<file path="src/rtl/mbfc_pkg.sv">
package mbfc_pkg;

  // CRC-16 as used on the serial line: reflected, polynomial 0xA001, preset 0xFFFF.
  localparam logic [15:0] CRC_POLY   = 16'hA001;
  localparam logic [15:0] CRC_PRESET = 16'hFFFF;

  // Frame length limits. The byte count saturates at the top of its nine bits.
  localparam int          MAX_FRAME_DEF = 256;
  localparam logic [8:0]  LEN_SAT       = 9'h1FF;
  localparam logic [8:0]  MIN_FRAME     = 9'd4;

  // Reset value of the slave address register.
  localparam logic [7:0]  DEV_ADDR_RST  = 8'h01;
  localparam logic [7:0]  BCAST_ADDR    = 8'h00;

  // Supported function codes.
  localparam logic [7:0]  FC_READ_COILS  = 8'd1;
  localparam logic [7:0]  FC_READ_INPUTS = 8'd2;
  localparam logic [7:0]  FC_WRITE_COIL  = 8'd5;
  localparam logic [7:0]  FC_WRITE_COILS = 8'd15;

  // Exception reply: error flag on the function code and the illegal-function code.
  localparam logic [7:0]  EXC_FLAG         = 8'h80;
  localparam logic [7:0]  EXC_ILLEGAL_FUNC = 8'h01;

  // Beats of the exception reply.
  localparam logic [2:0]  BEAT_ADDR    = 3'd0;
  localparam logic [2:0]  BEAT_FUNC    = 3'd1;
  localparam logic [2:0]  BEAT_CODE    = 3'd2;
  localparam logic [2:0]  BEAT_CRC_LO  = 3'd3;
  localparam logic [2:0]  BEAT_CRC_HI  = 3'd4;

  // Verdict on a received frame.
  typedef enum logic [1:0] {
    KIND_DROP_ADDR = 2'd0,
    KIND_DROP_CRC  = 2'd1,
    KIND_REQUEST   = 2'd2,
    KIND_EXCEPTION = 2'd3
  } kind_t;

  // Frame descriptor passed from the receive side to the reply side.
  typedef struct packed {
    kind_t      kind;
    logic [7:0] func;
    logic       bcast;
    logic [8:0] len;
    logic [7:0] addr;
  } desc_t;

  // Fold one byte into the reflected CRC, one bit per step.
  function automatic logic [15:0] crc_fold(input logic [15:0] c_in, input logic [7:0] b);
    logic [15:0] c;
    c = c_in ^ {8'h00, b};
    for (int i = 0; i < 8; i++) begin
      c = c[0] ? ((c >> 1) ^ CRC_POLY) : (c >> 1);
    end
    return c;
  endfunction

endpackage

</file>
<file path="src/rtl/mbfc_if.sv">
// Received byte channel.
interface mbfc_in_if;
  logic       valid;
  logic       ready;
  logic [7:0] rx_byte;
  logic       frame_end;

  modport source (output valid, output rx_byte, output frame_end, input ready);
  modport sink   (input valid, input rx_byte, input frame_end, output ready);
endinterface

// Result channel.
interface mbfc_out_if;
  logic       valid;
  logic       ready;
  logic [1:0] kind;
  logic [7:0] function_code;
  logic       broadcast;
  logic [8:0] frame_length;
  logic [7:0] tx_byte;
  logic       last;

  modport source (output valid, output kind, output function_code, output broadcast,
                  output frame_length, output tx_byte, output last, input ready);
  modport sink   (input valid, input kind, input function_code, input broadcast,
                  input frame_length, input tx_byte, input last, output ready);
endinterface

// Slave address write channel.
interface mbfc_cfg_if;
  logic       valid;
  logic       ready;
  logic [7:0] device_address;

  modport source (output valid, output device_address, input ready);
  modport sink   (input valid, input device_address, output ready);
endinterface

</file>
<file path="src/rtl/mbfc_front.sv">
module mbfc_front
  import mbfc_pkg::*;
#(
  parameter int MAX_FRAME = MAX_FRAME_DEF
) (
  input  logic         clk,
  input  logic         rst_n,
  mbfc_in_if.sink      in_ch,
  mbfc_cfg_if.sink     cfg_ch,
  input  logic         q_full,
  output logic         q_push,
  output desc_t        q_desc
);

  logic [7:0]  dev_addr_r;
  logic [15:0] crc_r, crc_nxt;
  logic [7:0]  held0_r, held0_nxt;
  logic [7:0]  held1_r, held1_nxt;
  logic [8:0]  count_r, count_nxt;
  logic [7:0]  addr_r, addr_nxt;
  logic [7:0]  func_r, func_nxt;
  logic        ovf_r, ovf_nxt;
  logic        in_fire;
  logic        end_fire;
  logic        func_ok;

  // A frame end needs a free queue slot, so bytes are taken whenever one is free.
  assign in_ch.ready  = !q_full;
  assign cfg_ch.ready = 1'b1;
  assign in_fire      = in_ch.valid && in_ch.ready;
  assign end_fire     = in_fire && in_ch.frame_end;

  // Slave address register.
  always_ff @(posedge clk) begin
    if (!rst_n) begin
      dev_addr_r <= DEV_ADDR_RST;
    end else if (cfg_ch.valid && cfg_ch.ready) begin
      dev_addr_r <= cfg_ch.device_address;
    end
  end

  // Frame state after taking in the current byte. The CRC trails by two bytes
  // so that the received checksum is never folded in.
  always_comb begin
    ovf_nxt   = ovf_r || (int'(count_r) >= MAX_FRAME) || (count_r == LEN_SAT);
    addr_nxt  = (count_r == 9'd0) ? in_ch.rx_byte : addr_r;
    func_nxt  = (count_r == 9'd1) ? in_ch.rx_byte : func_r;
    crc_nxt   = (count_r >= 9'd2) ? crc_fold(crc_r, held0_r) : crc_r;
    held0_nxt = held1_r;
    held1_nxt = in_ch.rx_byte;
    count_nxt = (count_r != LEN_SAT) ? count_r + 9'd1 : count_r;
  end

  // Classify the frame at its last byte: length, then address, then CRC, then code.
  assign func_ok = (func_nxt == FC_READ_COILS) || (func_nxt == FC_READ_INPUTS) ||
                   (func_nxt == FC_WRITE_COIL) || (func_nxt == FC_WRITE_COILS);

  always_comb begin
    q_push       = end_fire;
    q_desc.func  = func_nxt;
    q_desc.bcast = (addr_nxt == BCAST_ADDR);
    q_desc.len   = count_nxt;
    q_desc.addr  = addr_nxt;
    if (ovf_nxt || (count_nxt < MIN_FRAME)) begin
      q_desc.kind = KIND_DROP_CRC;
    end else if ((addr_nxt != dev_addr_r) && (addr_nxt != BCAST_ADDR)) begin
      q_desc.kind = KIND_DROP_ADDR;
    end else if ((held0_nxt != crc_nxt[7:0]) || (held1_nxt != crc_nxt[15:8])) begin
      q_desc.kind = KIND_DROP_CRC;
    end else if (func_ok) begin
      q_desc.kind = KIND_REQUEST;
    end else begin
      q_desc.kind = KIND_EXCEPTION;
    end
  end

  // Frame registers: advance on each byte and return to reset after the last one.
  always_ff @(posedge clk) begin
    if (!rst_n || end_fire) begin
      crc_r   <= CRC_PRESET;
      held0_r <= 8'h00;
      held1_r <= 8'h00;
      count_r <= 9'd0;
      addr_r  <= 8'h00;
      func_r  <= 8'h00;
      ovf_r   <= 1'b0;
    end else if (in_fire) begin
      crc_r   <= crc_nxt;
      held0_r <= held0_nxt;
      held1_r <= held1_nxt;
      count_r <= count_nxt;
      addr_r  <= addr_nxt;
      func_r  <= func_nxt;
      ovf_r   <= ovf_nxt;
    end
  end

  // A frame end always finds room in the queue and leaves the frame state cleared.
  a_push_has_room: assert property (@(posedge clk) disable iff (!rst_n)
    q_push |-> !q_full)
    else $error("frame end accepted with a full queue");

  a_end_clears: assert property (@(posedge clk) disable iff (!rst_n)
    end_fire |=> (count_r == 9'd0) && (crc_r == CRC_PRESET) && !ovf_r)
    else $error("frame state not cleared after frame end");

endmodule

</file>
<file path="src/rtl/mbfc_queue.sv">
module mbfc_queue
  import mbfc_pkg::*;
(
  input  logic  clk,
  input  logic  rst_n,
  input  logic  push,
  input  desc_t push_desc,
  output logic  full,
  input  logic  pop,
  output desc_t head,
  output logic  empty
);

  desc_t       ent_r [2];
  logic        wr_ptr_r;
  logic        rd_ptr_r;
  logic [1:0]  fill_r;
  logic        do_push;
  logic        do_pop;

  assign full    = (fill_r == 2'd2);
  assign empty   = (fill_r == 2'd0);
  assign head    = ent_r[rd_ptr_r];
  assign do_push = push && !full;
  assign do_pop  = pop && !empty;

  // Descriptor storage, no reset needed.
  always_ff @(posedge clk) begin
    if (do_push) begin
      ent_r[wr_ptr_r] <= push_desc;
    end
  end

  // Pointers and fill level.
  always_ff @(posedge clk) begin
    if (!rst_n) begin
      wr_ptr_r <= 1'b0;
      rd_ptr_r <= 1'b0;
      fill_r   <= 2'd0;
    end else begin
      if (do_push) begin
        wr_ptr_r <= !wr_ptr_r;
      end
      if (do_pop) begin
        rd_ptr_r <= !rd_ptr_r;
      end
      case ({do_push, do_pop})
        2'b10:   fill_r <= fill_r + 2'd1;
        2'b01:   fill_r <= fill_r - 2'd1;
        default: fill_r <= fill_r;
      endcase
    end
  end

  // The fill level always agrees with the pointer distance.
  a_fill_ptrs: assert property (@(posedge clk) disable iff (!rst_n)
    (fill_r == 2'd1) == (wr_ptr_r != rd_ptr_r))
    else $error("queue fill level disagrees with pointers");

endmodule

</file>
<file path="src/rtl/mbfc_back.sv">
module mbfc_back
  import mbfc_pkg::*;
(
  input  logic       clk,
  input  logic       rst_n,
  input  logic       q_empty,
  input  desc_t      q_head,
  output logic       q_pop,
  mbfc_out_if.source out_ch
);

  desc_t       desc_r;
  logic        busy_r;
  logic [2:0]  beat_r;
  logic [15:0] crc_r;
  logic        out_fire;
  logic        last_beat;
  logic [7:0]  tx_byte;

  // A verdict is one transaction; an exception reply is five.
  assign last_beat = (desc_r.kind != KIND_EXCEPTION) || (beat_r == BEAT_CRC_HI);
  assign out_fire  = out_ch.valid && out_ch.ready;
  assign q_pop     = !q_empty && (!busy_r || (out_fire && last_beat));

  // Exception reply bytes; the CRC register has taken in the first three by the fourth.
  always_comb begin
    tx_byte = 8'h00;
    if (desc_r.kind == KIND_EXCEPTION) begin
      case (beat_r)
        BEAT_ADDR:   tx_byte = desc_r.addr;
        BEAT_FUNC:   tx_byte = desc_r.func | EXC_FLAG;
        BEAT_CODE:   tx_byte = EXC_ILLEGAL_FUNC;
        BEAT_CRC_LO: tx_byte = crc_r[7:0];
        BEAT_CRC_HI: tx_byte = crc_r[15:8];
        default:     tx_byte = 8'h00;
      endcase
    end
  end

  assign out_ch.valid         = busy_r;
  assign out_ch.kind          = desc_r.kind;
  assign out_ch.function_code = desc_r.func;
  assign out_ch.broadcast     = desc_r.bcast;
  assign out_ch.frame_length  = desc_r.len;
  assign out_ch.tx_byte       = tx_byte;
  assign out_ch.last          = last_beat;

  // Current descriptor, held until its last transaction is taken.
  always_ff @(posedge clk) begin
    if (q_pop) begin
      desc_r <= q_head;
    end
  end

  // Beat counter and running CRC of the exception reply.
  always_ff @(posedge clk) begin
    if (!rst_n) begin
      busy_r <= 1'b0;
      beat_r <= BEAT_ADDR;
      crc_r  <= CRC_PRESET;
    end else if (q_pop) begin
      busy_r <= 1'b1;
      beat_r <= BEAT_ADDR;
      crc_r  <= CRC_PRESET;
    end else if (out_fire) begin
      if (last_beat) begin
        busy_r <= 1'b0;
      end else begin
        beat_r <= beat_r + 3'd1;
      end
      if (beat_r < BEAT_CRC_LO) begin
        crc_r <= crc_fold(crc_r, tx_byte);
      end
    end
  end

  // Only exception replies run past their first transaction.
  a_multi_is_exc: assert property (@(posedge clk) disable iff (!rst_n)
    (out_ch.valid && !out_ch.last) |-> (desc_r.kind == KIND_EXCEPTION))
    else $error("multi-transaction result that is not an exception");

  // After a non-final transaction the reply continues with the next beat.
  a_reply_continues: assert property (@(posedge clk) disable iff (!rst_n)
    (out_fire && !last_beat) |=> busy_r && (beat_r == $past(beat_r) + 3'd1))
    else $error("exception reply broken off");

endmodule

</file>
<file path="src/rtl/modbus_rtu_frame_check_core.sv">
// Frame checker for a serial-line slave. Received bytes enter one per transaction on in_ch,
// the final byte of each frame flagged by frame_end. Every byte but the trailing two is
// folded into a CRC-16 (reflected, 0xA001, preset 0xFFFF), and nothing appears on out_ch
// until a frame ends. At the frame end one verdict transaction is produced: dropped for
// length (under four bytes or over MAX_FRAME), for address or for CRC, or an accepted
// request for function codes 1, 2, 5 and 15. Other codes yield a five-transaction
// illegal-function exception reply (address, code with the error flag, 0x01, CRC low, CRC
// high) at one transaction per cycle while out_ch is ready; its CRC is built one byte per
// beat. A two-entry queue between the receive and reply sides absorbs back-pressure; in_ch
// takes a byte every cycle unless that queue is full. The slave address (reset to 1) is to
// be written through cfg_ch while no frame is in flight; the block does not enforce this.
module modbus_rtu_frame_check_core
  import mbfc_pkg::*;
#(
  parameter int MAX_FRAME = MAX_FRAME_DEF
) (
  input  logic       clk,
  input  logic       rst_n,
  mbfc_in_if.sink    in_ch,
  mbfc_out_if.source out_ch,
  mbfc_cfg_if.sink   cfg_ch
);

  logic  q_push;
  logic  q_pop;
  logic  q_full;
  logic  q_empty;
  desc_t q_in;
  desc_t q_head;

  // Receive side: CRC, frame registers and classification.
  mbfc_front #(
    .MAX_FRAME (MAX_FRAME)
  ) u_front (
    .clk    (clk),
    .rst_n  (rst_n),
    .in_ch  (in_ch),
    .cfg_ch (cfg_ch),
    .q_full (q_full),
    .q_push (q_push),
    .q_desc (q_in)
  );

  // Descriptor queue between the two sides.
  mbfc_queue u_queue (
    .clk       (clk),
    .rst_n     (rst_n),
    .push      (q_push),
    .push_desc (q_in),
    .full      (q_full),
    .pop       (q_pop),
    .head      (q_head),
    .empty     (q_empty)
  );

  // Reply side: verdicts and exception frames.
  mbfc_back u_back (
    .clk     (clk),
    .rst_n   (rst_n),
    .q_empty (q_empty),
    .q_head  (q_head),
    .q_pop   (q_pop),
    .out_ch  (out_ch)
  );

endmodule

</file>
<file path="src/flat_wrapper.sv">
// flat-port wrapper written by rule: the top's interface ports become plain ports
module modbus_rtu_frame_check_core_flat import mbfc_pkg::*;
#(
  parameter int MAX_FRAME = MAX_FRAME_DEF
)
  (clk, rst_n, in_ch_valid, in_ch_rx_byte, in_ch_frame_end, in_ch_ready, out_ch_valid, out_ch_kind, out_ch_function_code, out_ch_broadcast, out_ch_frame_length, out_ch_tx_byte, out_ch_last, out_ch_ready, cfg_ch_valid, cfg_ch_device_address, cfg_ch_ready);
  mbfc_in_if in_ch_i ();
  mbfc_out_if out_ch_i ();
  mbfc_cfg_if cfg_ch_i ();
  input  logic clk;
  input  logic rst_n;
  input wire logic [$bits(in_ch_i.valid)-1:0] in_ch_valid;
  input wire logic [$bits(in_ch_i.rx_byte)-1:0] in_ch_rx_byte;
  input wire logic [$bits(in_ch_i.frame_end)-1:0] in_ch_frame_end;
  output wire logic [$bits(in_ch_i.ready)-1:0] in_ch_ready;
  output wire logic [$bits(out_ch_i.valid)-1:0] out_ch_valid;
  output wire logic [$bits(out_ch_i.kind)-1:0] out_ch_kind;
  output wire logic [$bits(out_ch_i.function_code)-1:0] out_ch_function_code;
  output wire logic [$bits(out_ch_i.broadcast)-1:0] out_ch_broadcast;
  output wire logic [$bits(out_ch_i.frame_length)-1:0] out_ch_frame_length;
  output wire logic [$bits(out_ch_i.tx_byte)-1:0] out_ch_tx_byte;
  output wire logic [$bits(out_ch_i.last)-1:0] out_ch_last;
  input wire logic [$bits(out_ch_i.ready)-1:0] out_ch_ready;
  input wire logic [$bits(cfg_ch_i.valid)-1:0] cfg_ch_valid;
  input wire logic [$bits(cfg_ch_i.device_address)-1:0] cfg_ch_device_address;
  output wire logic [$bits(cfg_ch_i.ready)-1:0] cfg_ch_ready;
  assign in_ch_i.valid = in_ch_valid;
  assign in_ch_i.rx_byte = in_ch_rx_byte;
  assign in_ch_i.frame_end = in_ch_frame_end;
  assign in_ch_ready = in_ch_i.ready;
  assign out_ch_valid = out_ch_i.valid;
  assign out_ch_kind = out_ch_i.kind;
  assign out_ch_function_code = out_ch_i.function_code;
  assign out_ch_broadcast = out_ch_i.broadcast;
  assign out_ch_frame_length = out_ch_i.frame_length;
  assign out_ch_tx_byte = out_ch_i.tx_byte;
  assign out_ch_last = out_ch_i.last;
  assign out_ch_i.ready = out_ch_ready;
  assign cfg_ch_i.valid = cfg_ch_valid;
  assign cfg_ch_i.device_address = cfg_ch_device_address;
  assign cfg_ch_ready = cfg_ch_i.ready;
  modbus_rtu_frame_check_core #(.MAX_FRAME(MAX_FRAME)) u_core (.clk(clk), .rst_n(rst_n), .in_ch(in_ch_i), .out_ch(out_ch_i), .cfg_ch(cfg_ch_i));
endmodule
</file>
<file path="config.mk">
export PLATFORM = sky130hd
export DESIGN_NAME = modbus_rtu_frame_check_core_flat
export DESIGN_NICKNAME = d
export VERILOG_FILES = /design/src/rtl/mbfc_pkg.sv /design/src/rtl/mbfc_if.sv /design/src/rtl/mbfc_front.sv /design/src/rtl/mbfc_queue.sv /design/src/rtl/mbfc_back.sv /design/src/rtl/modbus_rtu_frame_check_core.sv /design/src/flat_wrapper.sv
export SDC_FILE = /design/constraint.sdc
export NUM_CORES = 1
export LEC_CHECK = 0
export ABC_AREA = 1
export BUFFER_PORTS_ARGS = -buffer_cell sky130_fd_sc_hd__buf_2
export CAP_MARGIN = 20
export CORE_ASPECT_RATIO = 1.4
export CORE_MARGIN = 5
export CORE_UTILIZATION = 30
export CTS_CLUSTER_SIZE = 14
export DETAILED_ROUTE_END_ITERATION = 10
export PLACE_DENSITY_LB_ADDON = 0.12
export SETUP_SLACK_MARGIN = 0.05
export SYNTH_ARGS = -nofsm -noshare
export SYNTH_HDL_FRONTEND = slang
export SYNTH_SLANG_ARGS = --single-unit
export TNS_END_PERCENT = 1
</file>
<file path="constraint.sdc">
create_clock -name clk -period 2.9 [get_ports clk]
set_input_delay 0.29 -clock clk [delete_from_list [all_inputs] [get_ports clk]]
set_output_delay 0.29 -clock clk [all_outputs]
set_load 0.01 [all_outputs]
</file>
==> metrics.txt <==
outcome finished clean; number of library cell types mapped by synthesis 38; Vias 7,157; Syn Area/Cell 7.59 um^2; Req. time, crit path 3.24 ns; synthesis-to-finish area growth 14.0%; DRT Wirelength 22,500 um; post-detail-place hpwl 16,600 um; maxcap violations 0; Setup Viol. Count Final 0; CTS tree built; RSZ-0062 raised after global routing false; Slew @ Worst Pin 0.979 ns; number of vias per cell 4.56; Cells after Synth 1,143; # rows 73; commonest non-fill, non-tap cells in the layout 416 x nand2_1, 134 x inv_1, 90 x dfxtp_1, 84 x edfxtp_1, 73 x a21oi_1; Max FO, Critical Path 5; Clk pin slew, worst setup/hold paths 0.07 ns; FMAX 0.405 GHz; Post-DRT Antenna Nets 0; # diodes 0; Synthesized Nets 1,174; # IOs 54; CTS sink count 174; Final Instance Area 9890 um^2; PwrDens 966 nW/um^2; first-pass GRT wire length 35,900 um; Die Span Y 211 um; final setup TNS 0 ns; Final Util 34.7%; placed cell areas 9260 um^2; initial antenna violation count 0; H-tree depth 4; Max-slew headroom 34.7%; clk buf depth 2; GRT Resource Usage Total 14.0%; Hold WC Path Type input pin to flip-flop; Synth warnings 0; register area share after synthesis 49.8%; FF+latch count, synth 174; vias in the first global route 6,794; core area 28,500 um^2; gp weighted congestion 0.841; Worst-Skew Late Latency 0.43 ns; share of cells above drive strength 1 11.2%; CP endpoint kind flip-flop; Layout Skew 0.00964 ns; DRC marker count from the first detailed-route iteration 344; critical path launch point type flip-flop; Wirelength per Cell 14.4 um; P_leak 4.77 nW; final-stage net count 1,212; commonest non-fill, non-tap cell in the layout nand2_1; die area 32,500 um^2; Initial Utilization 30.4%; TritonCTS buffer count 17; DIE WIDTH 154 um; mapped cell area 8680 um^2; detailed-route DRC error count 0; fin crit period 2.47 ns; PortBufs 52; CP Class flip-flop to flip-flop; VDD IR-drop max 0.429 mV; gr ovfl total 0; Final period util 85.1%; CTS root buffer clkbuf_16; first-pass iteration count of the detailed router 4; largest net degree at the start of global routing 66; Fin. Hold Viols 0; Final Max Slew Viols 0; Worst EP arrival 2.81 ns
## worst max-delay path: stages (launching register included)
cell and delay (ns):
dfxtp_1 0.41, inv_1 0.09, ha_1 0.23, nand2_2 0.14, inv_2 0.10, nor2_1 0.18
inv_1 0.07, nand2_1 0.06, nand2_1 0.07, o21ai_0 0.17, inv_1 0.17, ha_1 0.33
nor2_1 0.14, a21oi_1 0.08, nor3_1 0.16
## per-stage QoR
stage                     hold WS (ns)  worst slack [ns]  std cells  power [mW]
after CTS                       0.0770             0.303       1566        9.66
after floorplan                  0.412             0.289       1143        6.29
final                           0.0954             0.432       1569        9.56
after detailed placement         0.453             0.318       1534        7.31
after global placement           0.450             0.312       1534        7.29
after global routing            0.0884            0.0516       1569        10.3
## layout make-up
type	count	area (um^2)
clock buffers	17	425
well taps	375	469
inverters	144	541
fillers	3045	18600
repair buffers	73	443
clock inverters	15	160
flip-flops and latches	174	4320
multi-input cells	771	3530
## logic make-up after synthesis
kind of cell               share of synthesized area [%]
other                                             0.0432
adders and majority gates                           1.30
xor gates and xnor gates                            1.31
AOI/OAI and AO/OA                                   10.1
and+or+nand+nor                                     27.8
buffers and inverters                               9.70
DFF                                                 49.8
## layer usage
layer / GRT usage [%] / part of all wire, %
met5: 0 / 0
met3: 2.50 / 3.0
met2: 25.5 / 52
met4: 4.84 / 2.1
met1: 16.5 / 43
## sequential cells by signal (all words and copies together) (netlist names)
signal	count
u_core.u_back.out_ch.kind	2
u_core.u_front.crc_r	16
u_core.u_queue.rd_ptr_r	1
u_core.u_front.held0_nxt	8
u_core.u_back.out_ch.function_code	8
u_core.u_back.out_ch.frame_length	9
u_core.u_front.dev_addr_r	8
u_core.u_front.held0_r	8
u_core.u_queue.wr_ptr_r	1
u_core.u_back.beat_r	3
u_core.u_front.func_r	8
u_core.u_queue.ent_r	56
u_core.u_back.out_ch.valid	1
u_core.u_back.desc_r	8
u_core.u_back.out_ch.broadcast	1
u_core.u_back.crc_r	16
u_core.u_queue.fill_r	2
u_core.u_front.count_r	9
u_core.u_front.ovf_r	1
u_core.u_front.addr_r	8
## synth_stat cells (all sizes together)
| library cell | count | area share [%] |
|---|---|---|
| and3 | 2 | 0.14 |
| dfxtp | 90 | 21 |
| nand3 | 67 | 3.9 |
| nor2 | 69 | 3.2 |
| xor2 | 10 | 1.0 |
| o22ai | 1 | 0.072 |
| nand3b | 3 | 0.26 |
| nor3 | 6 | 0.35 |
| o211ai | 18 | 1.6 |
| clkinv | 1 | 0.043 |
| clkbuf | 22 | 0.95 |
| inv | 143 | 6.2 |
| a21oi | 73 | 4.2 |
| a211oi | 1 | 0.087 |
| conb | 1 | 0.043 |
| buf | 32 | 2.5 |
| xnor2 | 3 | 0.30 |
| ha | 9 | 1.3 |
| or2 | 3 | 0.22 |
| nor4 | 3 | 0.39 |
| o21ai | 66 | 3.9 |
| nand2 | 424 | 19 |
| a221oi | 1 | 0.10 |
| edfxtp | 84 | 29 |
| nand4 | 9 | 0.72 |
| o31ai | 2 | 0.17 |
## what timing repair did
action                                  4_1_cts  5_1_grt
endpoints found under the setup margin        0        2
gates resized for setup                       0        1
buffers inserted                              0        3
hold buffers                                  0        0
## report_power, final
part / switching, mW / leakage, nW / internal [mW]
combinational: 2.53 / 2.95 / 1.18
sequential: 0.264 / 1.53 / 3.27
clock: 1.03 / 0.282 / 1.28
total: 3.83 / 4.77 / 5.73
## path summary, 6_finish.rpt
check,slack [ns],from,to,depth (start not counted)
max,0.43,u_core.u_back.beat_r[0]$_SDFFE_PP0P_,u_core.u_queue.fill_r[1]$_SDFFE_PN0P_,14
min,0.1,cfg_ch_device_address[7],u_core.u_front.dev_addr_r[7]$_SDFFE_PN0P_,3
max reg2reg,0.43,u_core.u_back.beat_r[0]$_SDFFE_PP0P_,u_core.u_queue.fill_r[1]$_SDFFE_PN0P_,14
min reg2reg,0.46,u_core.u_front.ovf_r$_SDFFE_PP0P_,u_core.u_front.ovf_r$_SDFFE_PP0P_,2
Note: power is estimated with default switching activity, not from simulation.
